==> src/sv/mra_pkg.sv <==
// ============================================================================
// mra_pkg: shared constants and types for the modular ring automaton
// Sizes of the cell ring, arithmetic widths, register indexes and the
// command/status bundles between the controller and the datapath.
// ============================================================================
package mra_pkg;

  // Ring geometry.
  localparam int CELLS      = 64;
  localparam int MAX_REPORT = 64;
  localparam int USED_MAX   = (CELLS < MAX_REPORT) ? CELLS : MAX_REPORT;
  localparam int IDX_W      = $clog2(CELLS);
  localparam int CNT_W      = $clog2(USED_MAX + 2);
  localparam int OUT_IDX_W  = 6;

  // Arithmetic widths.
  localparam int VAL_W      = 16;
  localparam int PROD_W     = 2 * VAL_W + 1;
  localparam int REM_BITS   = 4;
  localparam int REM_STEPS  = (PROD_W + REM_BITS - 1) / REM_BITS;
  localparam int DIV_W      = REM_STEPS * REM_BITS;
  localparam int REM_CNT_W  = $clog2(REM_STEPS);

  // Configuration registers.
  localparam int CFG_ADDR_W = 1;
  localparam int CFG_DATA_W = 16;
  localparam int ACTIVE_W   = 7;
  localparam logic [CFG_ADDR_W-1:0] REG_MODULUS = 1'b0;
  localparam logic [CFG_ADDR_W-1:0] REG_ACTIVE  = 1'b1;
  localparam logic [VAL_W-1:0]      MOD_RESET    = 16'd4;
  localparam logic [ACTIVE_W-1:0]   ACTIVE_RESET = 7'd64;

  // Stream widths.
  localparam int IN_DATA_W  = 8;
  localparam int OUT_DATA_W = 24;

  typedef struct packed {
    logic start;      // input beat accepted: latch count, rewind
    logic rd;         // read ring memory at the scan position
    logic cap;        // shift the read value into the window, emit report
    logic mul1;       // product a*(d+1)+1
    logic mul2;       // product b*x+a
    logic rem_start;  // start the remainder unit on the product
    logic wr;         // write the new cell value
    logic inc;        // advance the scan position
  } mra_cmd_t;

  typedef struct packed {
    logic k_lt_n;     // scan position is an active cell
    logic k_ge2;      // window is full, a cell can be updated
    logic k_last;     // final scan position of the tick
    logic out_free;   // output register can take a beat
    logic rem_done;   // remainder unit idle, result valid
  } mra_stat_t;

endpackage

==> src/sv/mra_rem.sv <==
// ============================================================================
// mra_rem: multi-cycle remainder unit
// Restoring remainder of a product by the 16-bit modulus, four dividend
// bits per cycle. A zero modulus passes the low 16 bits through.
// ============================================================================
module mra_rem (
  input  logic                      clk,
  input  logic                      rst,
  input  logic                      start,
  input  logic [mra_pkg::PROD_W-1:0] dividend,
  input  logic [mra_pkg::VAL_W-1:0]  modulus,
  output logic                      busy,
  output logic [mra_pkg::VAL_W-1:0]  result
);
  import mra_pkg::*;

  logic [DIV_W-1:0]     shreg;
  logic [VAL_W-1:0]     rem;
  logic [VAL_W-1:0]     low;
  logic [REM_CNT_W-1:0] cnt;
  logic [VAL_W-1:0]     rem_next;

  always_comb begin
    logic [VAL_W:0] r17;
    rem_next = rem;
    for (int i = 0; i < REM_BITS; i++) begin
      r17 = {rem_next, shreg[DIV_W-1-i]};
      if (r17 >= {1'b0, modulus}) begin
        r17 = r17 - {1'b0, modulus};
      end
      rem_next = r17[VAL_W-1:0];
    end
  end

  always_ff @(posedge clk) begin
    if (rst) begin
      busy <= 1'b0;
      cnt  <= '0;
    end else if (start) begin
      busy <= 1'b1;
      cnt  <= '0;
    end else if (busy) begin
      cnt <= cnt + REM_CNT_W'(1);
      if (cnt == REM_CNT_W'(REM_STEPS - 1)) begin
        busy <= 1'b0;
      end
    end
  end

  always_ff @(posedge clk) begin
    if (start) begin
      shreg <= {{(DIV_W - PROD_W){1'b0}}, dividend};
      rem   <= '0;
      low   <= dividend[VAL_W-1:0];
    end else if (busy) begin
      shreg <= shreg << REM_BITS;
      rem   <= rem_next;
    end
  end

  assign result = (modulus == '0) ? low : rem;

endmodule

==> src/sv/mra_dp.sv <==
// ============================================================================
// mra_dp: datapath of the modular ring automaton
// Configuration registers, cell ring memory with valid bits, neighbor
// window, the two multipliers, the remainder unit and the output register.
// ============================================================================
module mra_dp (
  input  logic                          clk,
  input  logic                          rst,
  input  mra_pkg::mra_cmd_t             cmd,
  output mra_pkg::mra_stat_t            stat,
  input  logic                          restart,
  input  logic                          cfg_we,
  input  logic [mra_pkg::CFG_ADDR_W-1:0] cfg_addr,
  input  logic [mra_pkg::CFG_DATA_W-1:0] cfg_wdata,
  output logic                          m_tvalid,
  input  logic                          m_tready,
  output logic [mra_pkg::OUT_DATA_W-1:0] m_tdata,
  output logic                          m_tlast
);
  import mra_pkg::*;

  logic [VAL_W-1:0]     modulus;
  logic [ACTIVE_W-1:0]  active;
  logic [CNT_W-1:0]     n;
  logic [CNT_W-1:0]     k;
  logic [CNT_W-1:0]     n_clamped;
  logic [CELLS-1:0]     vld;
  logic [VAL_W-1:0]     mem [CELLS];
  logic [VAL_W-1:0]     rdata;
  logic                 rvld;
  logic [IDX_W-1:0]     raddr;
  logic [IDX_W-1:0]     waddr;
  logic [VAL_W-1:0]     mem_val;
  logic [VAL_W-1:0]     in_val;
  logic [VAL_W-1:0]     wa, wb, wd;
  logic [VAL_W-1:0]     saved0, saved1;
  logic [PROD_W-1:0]    prod;
  logic [VAL_W:0]       d_inc;
  logic [PROD_W-1:0]    mul1_p;
  logic [2*VAL_W-1:0]   mul2_m;
  logic [PROD_W-1:0]    mul2_s;
  logic                 rem_busy;
  logic [VAL_W-1:0]     rem_val;
  logic [OUT_IDX_W-1:0] out_idx;
  logic [VAL_W-1:0]     out_val;

  // Configuration registers.
  always_ff @(posedge clk) begin
    if (rst) begin
      modulus <= MOD_RESET;
      active  <= ACTIVE_RESET;
    end else if (cfg_we) begin
      unique case (cfg_addr)
        REG_MODULUS: modulus <= cfg_wdata[VAL_W-1:0];
        REG_ACTIVE:  active  <= cfg_wdata[ACTIVE_W-1:0];
        default: ;
      endcase
    end
  end

  // An empty ring counts as one cell; an oversized one is clamped.
  always_comb begin
    if (active == '0) begin
      n_clamped = CNT_W'(1);
    end else if (active > ACTIVE_W'(USED_MAX)) begin
      n_clamped = CNT_W'(USED_MAX);
    end else begin
      n_clamped = CNT_W'(active);
    end
  end

  always_ff @(posedge clk) begin
    if (rst) begin
      n <= CNT_W'(1);
      k <= '0;
    end else if (cmd.start) begin
      n <= n_clamped;
      k <= '0;
    end else if (cmd.inc) begin
      k <= k + CNT_W'(1);
    end
  end

  assign raddr = k[IDX_W-1:0];
  assign waddr = IDX_W'(k - CNT_W'(2));

  // Valid bits: an unwritten entry reads as the seed value.
  always_ff @(posedge clk) begin
    if (rst) begin
      vld <= '0;
    end else if (cmd.start && restart) begin
      vld <= '0;
    end else if (cmd.wr) begin
      vld[waddr] <= 1'b1;
    end
  end

  always_ff @(posedge clk) begin
    if (cmd.wr) begin
      mem[waddr] <= rem_val;
    end
    if (cmd.rd) begin
      rdata <= mem[raddr];
      rvld  <= vld[raddr];
    end
  end

  assign mem_val = rvld ? rdata : ((k == '0) ? VAL_W'(1) : '0);

  // Past the last active cell the window wraps onto the first two cells.
  always_comb begin
    if (stat.k_lt_n) begin
      in_val = mem_val;
    end else if (k == n) begin
      in_val = saved0;
    end else begin
      in_val = saved1;
    end
  end

  always_ff @(posedge clk) begin
    if (cmd.cap) begin
      wa <= wb;
      wb <= wd;
      wd <= in_val;
      if (k == '0) begin
        saved0 <= in_val;
        saved1 <= in_val;
      end else if (k == CNT_W'(1) && stat.k_lt_n) begin
        saved1 <= in_val;
      end
    end
  end

  assign d_inc  = {1'b0, wd} + (VAL_W + 1)'(1);
  assign mul1_p = {{(VAL_W + 1){1'b0}}, wa} * {{VAL_W{1'b0}}, d_inc};
  assign mul2_m = wb * rem_val;
  assign mul2_s = {1'b0, mul2_m} + {{(VAL_W + 1){1'b0}}, wa};

  always_ff @(posedge clk) begin
    if (cmd.mul1) begin
      prod <= mul1_p + PROD_W'(1);
    end else if (cmd.mul2) begin
      prod <= mul2_s;
    end
  end

  mra_rem u_rem (
    .clk      (clk),
    .rst      (rst),
    .start    (cmd.rem_start),
    .dividend (prod),
    .modulus  (modulus),
    .busy     (rem_busy),
    .result   (rem_val)
  );

  // Output register.
  always_ff @(posedge clk) begin
    if (rst) begin
      m_tvalid <= 1'b0;
    end else if (cmd.cap && stat.k_lt_n) begin
      m_tvalid <= 1'b1;
    end else if (m_tready) begin
      m_tvalid <= 1'b0;
    end
  end

  always_ff @(posedge clk) begin
    if (cmd.cap && stat.k_lt_n) begin
      out_idx <= k[OUT_IDX_W-1:0];
      out_val <= mem_val;
      m_tlast <= (k + CNT_W'(1)) == n;
    end
  end

  assign m_tdata = {{(OUT_DATA_W - OUT_IDX_W - VAL_W){1'b0}}, out_val, out_idx};

  assign stat.k_lt_n   = k < n;
  assign stat.k_ge2    = k >= CNT_W'(2);
  assign stat.k_last   = k == (n + CNT_W'(1));
  assign stat.out_free = !m_tvalid || m_tready;
  assign stat.rem_done = !rem_busy;

  a_no_overwrite: assert property (@(posedge clk) disable iff (rst)
    (cmd.cap && stat.k_lt_n) |-> (!m_tvalid || m_tready))
    else $error("report beat overwrote a pending output beat");

  a_wr_range: assert property (@(posedge clk) disable iff (rst)
    cmd.wr |-> (stat.k_ge2 && (k <= n + CNT_W'(1))))
    else $error("cell write outside the active window");

  a_start_rewind: assert property (@(posedge clk) disable iff (rst)
    cmd.start |=> (k == '0))
    else $error("scan position not rewound at tick start");

  a_rem_idle: assert property (@(posedge clk) disable iff (rst)
    cmd.rem_start |-> stat.rem_done)
    else $error("remainder unit restarted while busy");

endmodule

==> src/sv/mra_ctrl.sv <==
// ============================================================================
// mra_ctrl: sequencer of the modular ring automaton
// Walks the scan positions of one tick: read, window shift and report,
// then the two multiply/remainder passes and the write of each cell.
// ============================================================================
module mra_ctrl (
  input  logic               clk,
  input  logic               rst,
  input  logic               s_tvalid,
  output logic               s_tready,
  input  mra_pkg::mra_stat_t stat,
  output mra_pkg::mra_cmd_t  cmd
);
  import mra_pkg::*;

  localparam logic [3:0] ST_IDLE  = 4'd0;
  localparam logic [3:0] ST_RD    = 4'd1;
  localparam logic [3:0] ST_CAP   = 4'd2;
  localparam logic [3:0] ST_MUL1  = 4'd3;
  localparam logic [3:0] ST_REM1  = 4'd4;
  localparam logic [3:0] ST_WAIT1 = 4'd5;
  localparam logic [3:0] ST_MUL2  = 4'd6;
  localparam logic [3:0] ST_REM2  = 4'd7;
  localparam logic [3:0] ST_WAIT2 = 4'd8;
  localparam logic [3:0] ST_WR    = 4'd9;

  logic [3:0] state;
  logic [3:0] state_next;

  always_ff @(posedge clk) begin
    if (rst) begin
      state <= ST_IDLE;
    end else begin
      state <= state_next;
    end
  end

  assign s_tready = (state == ST_IDLE);

  always_comb begin
    cmd        = '0;
    state_next = state;
    unique case (state)
      ST_IDLE: begin
        if (s_tvalid) begin
          cmd.start  = 1'b1;
          state_next = ST_RD;
        end
      end
      ST_RD: begin
        cmd.rd     = 1'b1;
        state_next = ST_CAP;
      end
      ST_CAP: begin
        if (!stat.k_lt_n || stat.out_free) begin
          cmd.cap = 1'b1;
          if (stat.k_ge2) begin
            state_next = ST_MUL1;
          end else begin
            cmd.inc    = 1'b1;
            state_next = ST_RD;
          end
        end
      end
      ST_MUL1: begin
        cmd.mul1   = 1'b1;
        state_next = ST_REM1;
      end
      ST_REM1: begin
        cmd.rem_start = 1'b1;
        state_next    = ST_WAIT1;
      end
      ST_WAIT1: begin
        if (stat.rem_done) begin
          state_next = ST_MUL2;
        end
      end
      ST_MUL2: begin
        cmd.mul2   = 1'b1;
        state_next = ST_REM2;
      end
      ST_REM2: begin
        cmd.rem_start = 1'b1;
        state_next    = ST_WAIT2;
      end
      ST_WAIT2: begin
        if (stat.rem_done) begin
          state_next = ST_WR;
        end
      end
      ST_WR: begin
        cmd.wr  = 1'b1;
        cmd.inc = 1'b1;
        if (stat.k_last) begin
          state_next = ST_IDLE;
        end else begin
          state_next = ST_RD;
        end
      end
      default: begin
        state_next = ST_IDLE;
      end
    endcase
  end

endmodule

==> src/sv/modular_ring_automaton_step.sv <==
// ============================================================================
// modular_ring_automaton_step: ring of cells stepped by a modular rule
// One input beat is one tick: report every active cell, then update them.
// ============================================================================
// Each input beat is one tick. If its restart bit is set, the ring first
// returns to the seed state (cell 0 holds 1, all others 0). The tick then
// sends one output beat per active cell, in index order, carrying the cell
// index and its value before the update, with tlast on the final cell.
// Meanwhile every active cell is replaced by (a + b*(a*(d+1)+1)) mod
// modulus, where a, b and d are the old values of the cell and its next two
// neighbors, wrapping over the active count; a zero modulus keeps the low
// 16 bits. The next input beat is taken once the last cell is written. The
// tick time is set by the shared remainder unit, which handles four dividend
// bits per cycle and runs twice for each cell. Output beats leave through a
// register, so a slow sink stalls the scan only when a report finds that
// register still full. The ring lives in a single-port memory with per-cell
// valid bits, so reset and restart take effect at once, with no clearing
// pass. Configuration writes (index 0: modulus, index 1: active cell count,
// where zero means one and larger than 64 means 64) belong between ticks.
module modular_ring_automaton_step (
  input  logic                          clk,
  input  logic                          rst,
  // s_tdata fields, low bit up: restart[0], zero fill [7:1].
  input  logic                          s_tvalid,
  output logic                          s_tready,
  input  logic [mra_pkg::IN_DATA_W-1:0] s_tdata,
  // m_tdata fields, low bit up: cell_index[5:0], cell_value[21:6],
  // zero fill [23:22]. m_tlast carries last.
  output logic                          m_tvalid,
  input  logic                          m_tready,
  output logic [mra_pkg::OUT_DATA_W-1:0] m_tdata,
  output logic                          m_tlast,
  input  logic                          cfg_we,
  input  logic [mra_pkg::CFG_ADDR_W-1:0] cfg_addr,
  input  logic [mra_pkg::CFG_DATA_W-1:0] cfg_wdata
);
  import mra_pkg::*;

  mra_cmd_t  cmd;
  mra_stat_t stat;

  // The controller only sequences; all values stay in the datapath.
  mra_ctrl u_ctrl (
    .clk      (clk),
    .rst      (rst),
    .s_tvalid (s_tvalid),
    .s_tready (s_tready),
    .stat     (stat),
    .cmd      (cmd)
  );

  // The restart flag is sampled by the datapath on the accepting beat.
  mra_dp u_dp (
    .clk       (clk),
    .rst       (rst),
    .cmd       (cmd),
    .stat      (stat),
    .restart   (s_tdata[0]),
    .cfg_we    (cfg_we),
    .cfg_addr  (cfg_addr),
    .cfg_wdata (cfg_wdata),
    .m_tvalid  (m_tvalid),
    .m_tready  (m_tready),
    .m_tdata   (m_tdata),
    .m_tlast   (m_tlast)
  );

endmodule

==> config.mk <==
export PLATFORM = sky130hd
export DESIGN_NAME = modular_ring_automaton_step
export DESIGN_NICKNAME = d
export VERILOG_FILES = /design/src/sv/mra_pkg.sv /design/src/sv/mra_rem.sv /design/src/sv/mra_dp.sv /design/src/sv/mra_ctrl.sv /design/src/sv/modular_ring_automaton_step.sv
export SDC_FILE = /design/constraint.sdc
export NUM_CORES = 2
export LEC_CHECK = 0
export BUFFER_PORTS_ARGS = -buffer_cell sky130_fd_sc_hd__buf_4
export CAP_MARGIN = 20
export CELL_PAD_IN_SITES_DETAIL_PLACEMENT = 1
export CELL_PAD_IN_SITES_GLOBAL_PLACEMENT = 1
export CORE_MARGIN = 2
export CORE_UTILIZATION = 25
export DETAILED_ROUTE_END_ITERATION = 12
export PLACE_DENSITY_LB_ADDON = 0.1
export SETUP_SLACK_MARGIN = 0.05
export SYNTH_ARGS = -nofsm -noshare
export SYNTH_HDL_FRONTEND = slang
export SYNTH_SLANG_ARGS = --single-unit
export TNS_END_PERCENT = 20
==> constraint.sdc <==
create_clock -name clk -period 24.8 [get_ports clk]
set_clock_uncertainty 0.05 [all_clocks]
set_input_delay 4.96 -clock clk [delete_from_list [all_inputs] [get_ports clk]]
set_output_delay 4.96 -clock clk [all_outputs]
set_load 0.02 [all_outputs]
## After elaboration in Yosys (flattened, before gate mapping)

Memory sizes are Yosys's and may differ from the RTL's. A register that Yosys moved wholly into a read port is not among the register bits.
Cells that the tools add are included.

| operators by class | value |
|---|---|
| add/sub/neg operators | 11 |
| multiply operators | 2 |
| divide/modulo/power cells | 0 |
| $lt $le $gt $ge | 10 |
| eq/ne operators | 18 |
| shift-type cells | 0 |
| multiplexer cells | 47 |
| bitwise logic cells | 2 |
| reductions and logical operators | 25 |

Operator list:

| operator | number |
|---|---|
| 2-to-1 mux 16 bit | 10 |
| 2-to-1 mux 33 bit | 4 |
| >= comparator 17 x 16 -> 1 bit | 4 |
| OR 64 bit | 1 |
| subtractor 16 bit | 4 |
| case mux 4 bit (10 select lines) | 1 |
| adder 32 x 16 -> 33 bit | 1 |
| adder 33 x 1 -> 33 bit (second input constant) | 1 |
| multiplier 16 x 17 -> 33 bit | 1 |
| multiplier 16 x 16 -> 32 bit | 1 |
| 2-to-1 mux 1 bit | 22 |
| == test 7 bit | 3 |
| adder 16 x 1 -> 17 bit (second input constant) | 1 |
| == test 4 x 3 -> 1 bit (second input constant) | 4 |
| zero test 16 bit | 1 |
| 2-to-1 mux 4 bit | 4 |
| adder 7 x 1 -> 7 bit (second input constant) | 2 |
| zero test 7 bit | 2 |
| less-than comparator 6 x 7 -> 1 bit (second input constant) | 2 |
| 2-to-1 mux 7 bit | 2 |
| == test 4 bit (second input constant) | 3 |
| == test 4 x 2 -> 1 bit (second input constant) | 2 |
| AND reduction 2 bit | 4 |
| nonzero test 2 bit | 4 |
| other kinds (21) | 31 |

| storage, ports and cells | value |
|---|---|
| flip-flop bits (word level) | 316 |
| latch bits | 0 |
| memory bits (writable) | 1024 |
| bits in read-only memories | 0 |
| input port bits | 30 |
| output and inout bits | 27 |
| logic and storage cells | 139 |
| memories | 1 |

Memory list:

| memory | depth | bits a word | read ports | clocked after Yosys merged registers in | wr ports | line | RTL |
|---|---|---|---|---|---|---|---|
| u_dp.mem | 64 | 16 | 1 | 1 | 1 | mra_dp.sv:28 | `logic [VAL_W-1:0] mem [CELLS];` |

## Depth between registers and ports, before layout

| depth | value |
|---|---|
| depth in word-level cells | 8 |
| gate-level depth with buffers | 48 |
| depth with buffers taken out | 44 |

## By module

Synthesis repeated with hierarchy kept, for this count alone.

| unflattened totals | value |
|---|---|
| cells, all modules | 5925 |
| area, all modules | 74737.9 sq um |

By module, submodules not included:

| module | times used | cells each | area each (sq um) | seq. area each (sq um) |
|---|---|---|---|---|
| mra_dp | 1 | 5168 | 67549.8 | 37385.9 |
| mra_rem | 1 | 709 | 6835.3 | 1951.9 |
| mra_ctrl | 1 | 48 | 352.8 | 80.1 |

## Worst setup path before layout

OpenSTA, ideal clock, no wires.

| timing | value |
|---|---|
| path type | flip-flop to flip-flop |
| from | register u_dp.modulus[1] |
| to | register u_dp.u_rem.rem[0] |
| library setup time | 115 ps |
| data arrival time | 9398 ps |
| required time | 24635 ps |
| slack | 15238 ps |
| stages on the path, launching flop included | 48 |
| path buffers | 5 |
| period minus slack after synthesis | 9562 ps |
| cell sequence | dfxtp_1 inv_1 ha_1 nor2b_1 o2111ai_1 nand3_1 a41oi_2 a31o_2 clkbuf_1 nand2_1 o21ai_0 ha_1 nor2b_1 o31a_1 a41oi_1 a21oi_1 nand4_1 a21boi_1 [12 not listed] nand2_1 buf_2 mux2i_1 ha_1 nor2b_1 o21ai_0 a21boi_1 o21bai_1 a21boi_1 o31ai_1 a31oi_1 a221oi_1 o211ai_1 or2_1 buf_6 buf_8 o211a_1 o21a_1 |

| between the ends | value |
|---|---|
| longest elaborated chain between the ends | 8 |
| elaborated cells between the ends (all ways) | 11 |
| classes of those cells | add/sub: 3; order compare: 4; mux: 4 |

RTL lines:

| item | line | RTL |
|---|---|---|
| from (decl) | mra_dp.sv:22 | `logic [VAL_W-1:0] modulus;` |
| from (signal assigned) | mra_dp.sv:54 | `REG_MODULUS: modulus <= cfg_wdata[VAL_W-1:0];` |
| subtractor 16 bit / >= comparator 17 x 16 -> 1 bit (equally long branches) | mra_rem.sv:29, mra_rem.sv:28 |  |
| 2-to-1 mux 16 bit | mra_rem.sv:28 | `if (r17 >= {1'b0, modulus}) begin` |
| subtractor 16 bit / >= comparator 17 x 16 -> 1 bit (equally long branches) | mra_rem.sv:29, mra_rem.sv:28 |  |
| 2-to-1 mux 16 bit | mra_rem.sv:28 |  |
| subtractor 16 bit / >= comparator 17 x 16 -> 1 bit (equally long branches) | mra_rem.sv:29, mra_rem.sv:28 |  |
| 2-to-1 mux 16 bit | mra_rem.sv:28 |  |
| >= comparator 17 x 16 -> 1 bit (*) | mra_rem.sv:28 |  |
| 2-to-1 mux 16 bit (*) | mra_rem.sv:28 |  |
| to (signal assigned) | mra_rem.sv:57 | `rem <= rem_next;` |
| to (decl) | mra_rem.sv:18 | `logic [VAL_W-1:0] rem;` |

Every way passes the cells marked *; elsewhere a longest branch is shown, timed or not.
A chain may end at the register's enable or synchronous reset.

## Worst setup path after layout

Same ends and word-level chain as after synthesis.

==> impl_metrics.json <==
{
  "port_buffers": 47,
  "totalWireLength_mm": 267.3,
  "synth_top_family_by_area": "adder cells",
  "core_area_um2": 287700,
  "grt_pass1_wl_mm": 382.0,
  "r2r_slack_ps": 12460,
  "avgSynthCellArea_um2": 12.40,
  "grt_pass1_vias": 50510,
  "cp_slowest_cell": "or2_1",
  "fin_crit_ps": 12340,
  "post_drt_wl_per_cell_um": 27.16,
  "yosysSeqAreaShare_pct": 54.65,
  "ys_warn_count": 0,
  "finalSetupTns_ps": 0,
  "synth_seq_cells": 1356,
  "syn_to_final_growth_pct": 15.29,
  "dieWidth_um": 541.1,
  "required_ps": 25430,
  "ant_nets": 0,
  "drtIter0Drc": 3026,
  "gp_congestion": 0.7761,
  "async_reset_ff_share_pct": 0,
  "dp_hpwl_mm": 177.0,
  "cap_violations": 0,
  "netlist_area_um2": 72120,
  "cts-buffers-inserted": 166,
  "min_from": "u_dp.prod[11]$_DFFE_PP_",
  "tritoncts": "done",
  "endpoint_kind": "flop",
  "start_util_pct": 25.07,
  "post-cts-setup-buffer-count": 0,
  "synth_fa_ha_area_share_pct": 16.86,
  "synthSimpleGateAreaFrac_pct": 9.184,
  "critPathMaxStageDelay_ps": 590,
  "r2r-start": "u_dp.modulus[1]$_SDFFE_PP0P_",
  "fmax_ghz": 0.08103,
  "synth_xor_area_share_pct": 1.688,
  "cts_sinks": 1356,
  "start_kind": "flop",
  "utilization_pct": 28.91,
  "netlist_instances": 5817,
  "io_pins": 57,
  "antenna_found_initial": 16,
  "rsz0062_at_grt": "false",
  "dieArea_um2": 292800,
  "vias_per_cell": 4.771,
  "holdBufCountCts": 0,
  "htreeDepth": 4,
  "cp_max_fo": 23,
  "cts_resized": 0,
  "fin_nets": 6674,
  "placed_area_um2": 77910,
  "fp.dieH_um": 541.1,
  "final_common_cell": "edfxtp_1",
  "final-max-slew-violation-count": 0,
  "r2r-end": "u_dp.u_rem.rem[0]$_SDFFE_PN0P_",
  "via_count": 46960,
  "hold_viol": 0,
  "clk_latency_ps": 870,
  "mostFrequentLayoutCells": "edfxtp_1, nand2_1, inv_1",
  "reg2reg_depth": 43,
  "synth_ff_type": "edfxtp_1",
  "hold_depth": 0,
  "tightest_slew_ps": 1144,
  "grt_max_degree": 84,
  "cts_max_path_buffers": 4,
  "synth_edf_count": 1226,
  "drive_above_1_share_pct": 10.31,
  "drc": 0,
  "hold-path-endpoint": "u_dp.u_rem.low[11]$_DFFE_PN_",
  "hold_path_class": "reg -> reg",
  "dr.pass1.iters": 6,
  "synth_top_area_cell": "edfxtp_1",
  "overflow": 0,
  "synth_mux_area_share_pct": 2.604,
  "synth_compound_area_share_pct": 10.55,
  "cts_root_buf": "clkbuf_16",
  "design_area_um2": 83150,
  "slew_headroom_pct": 22.91,
  "synth.distinct_cells": 81,
  "synth_area_leaders": "edfxtp_1, fa_1, ha_1",
  "placementRows": 197,
  "cts.clk_slew.worst_paths_ps": 60,
  "grtUsageTotal_pct": 18.09,
  "setup-violations-final": 0,
  "critical_path_class": "reg -> reg",
  "yosys.area.top_type_share_pct": 51.04,
  "status": "finished clean",
  "cp.arrival_ps": 12970,
  "fin_crit_sh_pct": 49.76
}
[kinds of logic (layout without fill, tap and decap cells)]
logic type	after synthesis	after routing
compound gates	1132	1132
xor+xnor	139	139
fa+ha+maj	718	718
buf+inv	848	1081
flops	1356	1356
mux	162	162
other cells	1	12
simple gates	1461	1461
[state kept, by name, summed over array words and instances (netlist names), 4 cells and up]
name and count:
u_dp.k 7, u_dp.wd 16, u_ctrl.state 4, u_dp.wa 16
u_dp.u_rem.shreg 36, u_dp.out_val 16, u_dp.u_rem.rem 16, u_dp.rdata 16
u_dp.u_rem.cnt 4, u_dp.u_rem.low 16, u_dp.out_idx 6, u_dp.active 7
u_dp.mem 1024, u_dp.saved1 16, u_dp.saved0 16, u_dp.modulus 16
u_dp.prod 33, u_dp.vld 64, u_dp.wb 16, u_dp.n 7
[metrics by stage]
stage | hold slack [ps] | std cells | setup WS [ps]
finish | 398.4 | 9842 | 12460
global route | 413.4 | 9834 | 11180
CTS | 403.7 | 9831 | 12340
detailed placement | 390.2 | 9538 | 12410
global placement | 385.1 | 9536 | 12370
floorplan | 367.4 | 5818 | 15240
[worst max path at each step]
| stage | endpoint | cells after the start | startpoint |
|---|---|---|---|
| after global placement | u_dp.u_rem.rem[0]$_SDFFE_PN0P_ | 43 | u_dp.modulus[1]$_SDFFE_PP0P_ |
| after floorplan | u_dp.u_rem.rem[0]$_SDFFE_PN0P_ | 47 | u_dp.modulus[1]$_SDFFE_PP0P_ |
| after CTS | u_dp.u_rem.rem[0]$_SDFFE_PN0P_ | 43 | u_dp.modulus[1]$_SDFFE_PP0P_ |
| final | u_dp.u_rem.rem[0]$_SDFFE_PN0P_ | 43 | u_dp.modulus[1]$_SDFFE_PP0P_ |
| after global routing | u_dp.u_rem.rem[0]$_SDFFE_PN0P_ | 43 | u_dp.modulus[1]$_SDFFE_PP0P_ |
| after detailed placement | u_dp.u_rem.rem[0]$_SDFFE_PN0P_ | 43 | u_dp.modulus[1]$_SDFFE_PP0P_ |
[critical path, delay by kind of cell, from the launching register on]
kind | cells | cell delay [ps]
mux | 2 | 950
buf+inv | 3 | 770
simple gates | 10 | 2380
fa+ha+maj | 4 | 1370
compound gates | 24 | 6370
flops | 1 | 320
[final cells by class]
class | instances | area, µm²
antenna | 10 | 25.02
clock buffer | 231 | 4669
clock inverter | 62 | 541.8
fill | 31100 | 204500
inverter | 556 | 2087
multi-input combinational | 3614 | 29830
sequential | 1356 | 39440
tap | 3781 | 4731
timing repair buffer | 232 | 1832
[synth_stat cells, types with 5 or more instances]
library cell	instances
o2111ai_1	5
a311oi_1	6
o211ai_1	29
ha_1	295
a21oi_1	261
edfxtp_1	1226
nand3_1	80
and3_1	15
mux4_2	15
and2_1	173
a22o_1	51
a211oi_1	25
nor2b_1	19
inv_1	553
mux2_2	51
xor2_1	56
nor2_1	297
a21boi_1	5
buf_1	30
nand2_1	666
o21ai_0	175
nor3_1	45
or3_1	7
a221oi_1	87
nand3b_1	5
a31oi_1	33
o21bai_1	19
a21o_1	44
nand4_1	94
dfxtp_1	130
a22oi_1	258
o31ai_1	8
xnor2_1	83
mux2i_1	95
nor4_1	10
o21a_1	81
fa_1	423
nor3b_1	9
clkbuf_1	255
nand2b_1	28
[routing by layer]
metal,vias up,part of all wire [%],GRT usage [%]
li1,21010,-,-
met1,25020,46,24.75
met2,691,49,31.02
met3,236,3.3,1.887
met4,0,1.8,3.368
met5,-,0,0
Power is left out: the tool's default activity adds up to more than one toggle a clock period on the data nets, which glitch-free logic cannot reach.
